==> src/rtl/cpq_pkg.sv <==
package cpq_pkg;

    localparam int QUEUE_DEPTH = 128;

    localparam int ID_W    = 16;
    localparam int CLASS_W = 2;
    localparam int TIME_W  = 32;
    localparam int COUNT_W = 8;

    localparam int IN_DATA_W  = 56;
    localparam int OUT_DATA_W = 64;

    typedef enum logic {
        REQ_PUSH = 1'b0,
        REQ_POP  = 1'b1
    } t_req;

    typedef struct packed {
        logic [TIME_W-1:0]  arrival_time;
        logic [CLASS_W-1:0] entry_class;
        logic [ID_W-1:0]    entry_id;
    } t_entry;

    typedef struct packed {
        logic   push_en;
        logic   pop_en;
        t_entry fresh;
    } t_cell_ctrl;

endpackage

==> src/rtl/cpq_cell.sv <==
module cpq_cell (
    input  logic                i_clk,
    input  logic                i_rst_n,
    input  cpq_pkg::t_cell_ctrl i_ctrl,
    input  cpq_pkg::t_entry     i_left_data,
    input  logic                i_left_valid,
    input  logic                i_left_ins,
    input  cpq_pkg::t_entry     i_right_data,
    input  logic                i_right_valid,
    output cpq_pkg::t_entry     o_data,
    output logic                o_valid,
    output logic                o_ins
);

    cpq_pkg::t_entry r_data;
    logic            r_valid;
    logic            w_before;

    // fresh entry ranks ahead of the one held here
    always_comb begin
        if (i_ctrl.fresh.entry_class != r_data.entry_class) begin
            w_before = i_ctrl.fresh.entry_class > r_data.entry_class;
        end else begin
            w_before = i_ctrl.fresh.arrival_time < r_data.arrival_time;
        end
    end

    assign o_ins   = !r_valid || w_before;
    assign o_data  = r_data;
    assign o_valid = r_valid;

    always_ff @(posedge i_clk) begin
        if (!i_rst_n) begin
            r_valid <= 1'b0;
        end else if (i_ctrl.push_en) begin
            if (i_left_valid) begin
                r_valid <= 1'b1;
            end
        end else if (i_ctrl.pop_en) begin
            r_valid <= i_right_valid;
        end
    end

    always_ff @(posedge i_clk) begin
        if (i_ctrl.push_en) begin
            if (o_ins && i_left_valid) begin
                r_data <= i_left_ins ? i_left_data : i_ctrl.fresh;
            end
        end else if (i_ctrl.pop_en) begin
            r_data <= i_right_data;
        end
    end

endmodule

==> config.mk <==
export PLATFORM = sky130hd
export DESIGN_NAME = cpq_cell
export DESIGN_NICKNAME = d
export VERILOG_FILES = /design/src/rtl/cpq_pkg.sv /design/src/rtl/cpq_cell.sv
export SDC_FILE = /design/constraint.sdc
export NUM_CORES = 1
export LEC_CHECK = 0
export ABC_AREA = 1
export BUFFER_PORTS_ARGS = -buffer_cell sky130_fd_sc_hd__buf_2
export CORE_ASPECT_RATIO = 1.1
export CORE_UTILIZATION = 48
export CTS_BUF_LIST = sky130_fd_sc_hd__clkbuf_4 sky130_fd_sc_hd__clkbuf_8
export DETAILED_ROUTE_END_ITERATION = 16
export PLACE_DENSITY_LB_ADDON = 0.2
export SLEW_MARGIN = 20
export SYNTH_ARGS = -nofsm -noshare
export SYNTH_HDL_FRONTEND = slang
export SYNTH_SLANG_ARGS = --single-unit
==> constraint.sdc <==
create_clock -name i_clk -period 6.7 [get_ports i_clk]
set_input_delay 1.005 -clock i_clk [delete_from_list [all_inputs] [get_ports i_clk]]
set_output_delay 1.005 -clock i_clk [all_outputs]
set_load 0.03 [all_outputs]
==> results.md <==
* Filler instances at 592
* Drt wl/cell at 13.06 µm
* Mapped Cells at 423
* Worst endpoint data arrival time at 2.29 ns
* Fmax at 303.8 MHz
* Worst Tran Pin Value at 0.8516 ns
* Post-DP HPWL at 6966 µm
* CTS tree: yes
* Clock transition at path regs at 0.09 ns
* Die Area at 0.007450 mm²
* DRT iter0 DRCs at 197
* Post-Syn Area at 0.003412 mm²
* Area delta synth->final at 34.58%
* Pins Over Slew Limit at 0
* Area contributors post-synth: edfxtp_1, o21ai_0, ha_1
* Max_slew headroom at 43.22%
* Design area at 0.004592 mm²
* Hold buffer count at cts at 0
* Final Util at 68.43%
* Post-route clock period utilization at 49.13%
* RSZ-0062 raised after global routing: false
* Max VDD drop at 130.9 µV
* Starting Density at 50.85%
* Setup crit start kind: primary input
* Asr flop ratio synth at 0%
* Fraction of synthesized cell area in xor and xnor cells at 0%
* Clock sinks at 51
* Worst Path Required at 5.69 ns
* RePlAce Congestion at 0.8110
* Worst-path maximum fanout at 2
* # IOs at 209
* Vias after detailed routing at 3620
* Syn_nets at 613
* H-Tree Depth at 2
* Cell taking the most area after synthesis: edfxtp_1
* Cell variety after synth at 23
* Post-CTS Setup Inserts at 0
* Initial antenna violation count at 0
* Port Buffers at 208
* First-pass GRT wire length at 14120 µm
* Most frequent cell after synthesis: o21ai_0
* Sequential share of the synthesized area at 44.59%
* Class of the worst hold path: register to register
* Clk buf depth at 2
* GRT Total Usage at 24.39%
* Pwr/cell area at 184.8 mW/mm²
* Core area at 0.006710 mm²
* Post-synth top cells: o21ai_0, nand2_1, nor2_1
* Routed Antenna Nets at 0
* Std cell rows at 31
* Synth Register Bits at 51
* Area share of the largest cell type after synthesis at 44.00%
* CTS Buf Count at 5
* Leak pwr at 2.355 nW
* Min Tclk post-route at 3.292 ns
* Simple-Gate Fraction of Synth Area at 17.46%
* Die height at 90.43 µm
* DRC viols at 0
* Placed Instance Area at 0.004483 mm²
* Compound-gate portion of the synthesized area at 18.37%
* Number of global-route vias before repair at 3268
* Setup violators final at 0
* Clock Skew at 0.007588 ns
* Pin count of the biggest net entering global routing at 53
* Drt total wl at 9158 µm
* Root Buffer: clkbuf_8
* Status: completed
* Total Nets Final at 808
* Post-route setup TNS at 0 ns
* Die W at 82.39 µm
* TritonRoute pass-1 iters at 5
* Number of antenna diodes at 0
* Final Hold Vio Count at 0
* Commonest register cell after synthesis: edfxtp_1
* Clock latency on the worst-skew pair at 0.30 ns
* Vias per inst at 5.164
* Multiplexer share of the synthesized area at 0%
* Crit. End Element: output port
* Max-Cap Viols at 0
* Grt total ovfl at 0
* Post-synth EDFFs at 50
* Worst setup path class: primary input to output port
* Synth warn at 0
* Largest family of logic cells by synthesized area: compound AO/OA/AOI/OAI gates
* Cts repair resizes at 0
* Area share of fa/ha/maj cells after synthesis at 12.10%
* Synth Area per Inst at 8.066 µm²
* Layout cell share with drive strength beyond 1 at 36.35%
==> registers in the layout, summed over array words and instances, names as in the netlist <==
| signal | count |
|---|---|
| o_data | 50 |
| o_valid | 1 |
==> cells by family after synthesis <==
logic type                 count (synthesis)
AOI/OAI and AO/OA                        123
adders and majority gates                 33
buffers and inverters                     68
DFF                                       51
and+or+nand+nor                          148
==> stage by stage <==
stage	hold slack [ns]	worst slack (ns)	power, mW	std cells
6_report	0.5501	3.408	0.8484	701
5_1_grt	0.5975	3.281	0.9007	701
4_1_cts	0.5532	3.301	0.8569	701
3_5_place_dp	0.5397	2.981	0.6592	693
3_3_place_gp	0.5020	3.135	0.6520	693
2_1_floorplan	0.6062	3.159	0.5588	423
==> cells in the final DEF, fill, tap and decap left out, drive strengths merged, types with 2 or more instances in the layout <==
master / netlist / layout
nor3: 3 / 3
buf: 0 / 208
nand4: 2 / 2
nand2: 85 / 85
edfxtp: 50 / 50
inv: 48 / 48
o21ai: 104 / 104
clkbuf: 20 / 8
ha: 33 / 33
nor2: 56 / 56
a21oi: 14 / 14
==> routing by layer <==
metal,up-vias,share of wire [%],global-route usage (%)
met2,184,50,43.46
li1,1814,-,-
met5,-,0,0
met3,24,7.4,5.960
met4,0,2.9,9.942
met1,1598,40,26.77
==> path summary, 6_finish.rpt <==
kind         slack, ns          to        from  cells past startpoint
max               3.41       o_ins  i_ctrl[23]                     12
min               0.55     o_valid     o_valid                      2
max reg2reg       4.38  o_data[23]  o_data[23]                     13
min reg2reg       0.55     o_valid     o_valid                      2
==> report_power, final <==
group / switching [mW] / leakage (nW) / internal [mW]
Combinational: 0.160 / 1.80 / 0.0923
Clock: 0.100 / 0.0549 / 0.0986
Sequential: 0.0110 / 0.495 / 0.386
==> final cells by class <==
type	instances	area, µm²	share of cell area [%]
repair buffers	208	1041	22.67
flip-flops and latches	51	1521	33.13
clock buffers	8	103.9	2.262
well taps	82	102.6	2.234
multi-input cells	304	1643	35.78
inverters	48	180.2	3.924
==> critical path, cell delays in order <==
cell and delay [ns]:
buf_2 0.11, ha_1 0.30, a21oi_1 0.13, nor2_1 0.05, nor3_1 0.12, nand2_1 0.08, nand2_1 0.05, nand2_1 0.06
nand2_1 0.06, nand2_1 0.05, nand2_2 0.06, buf_2 0.21
Note: power is estimated with default switching activity, not from simulation.
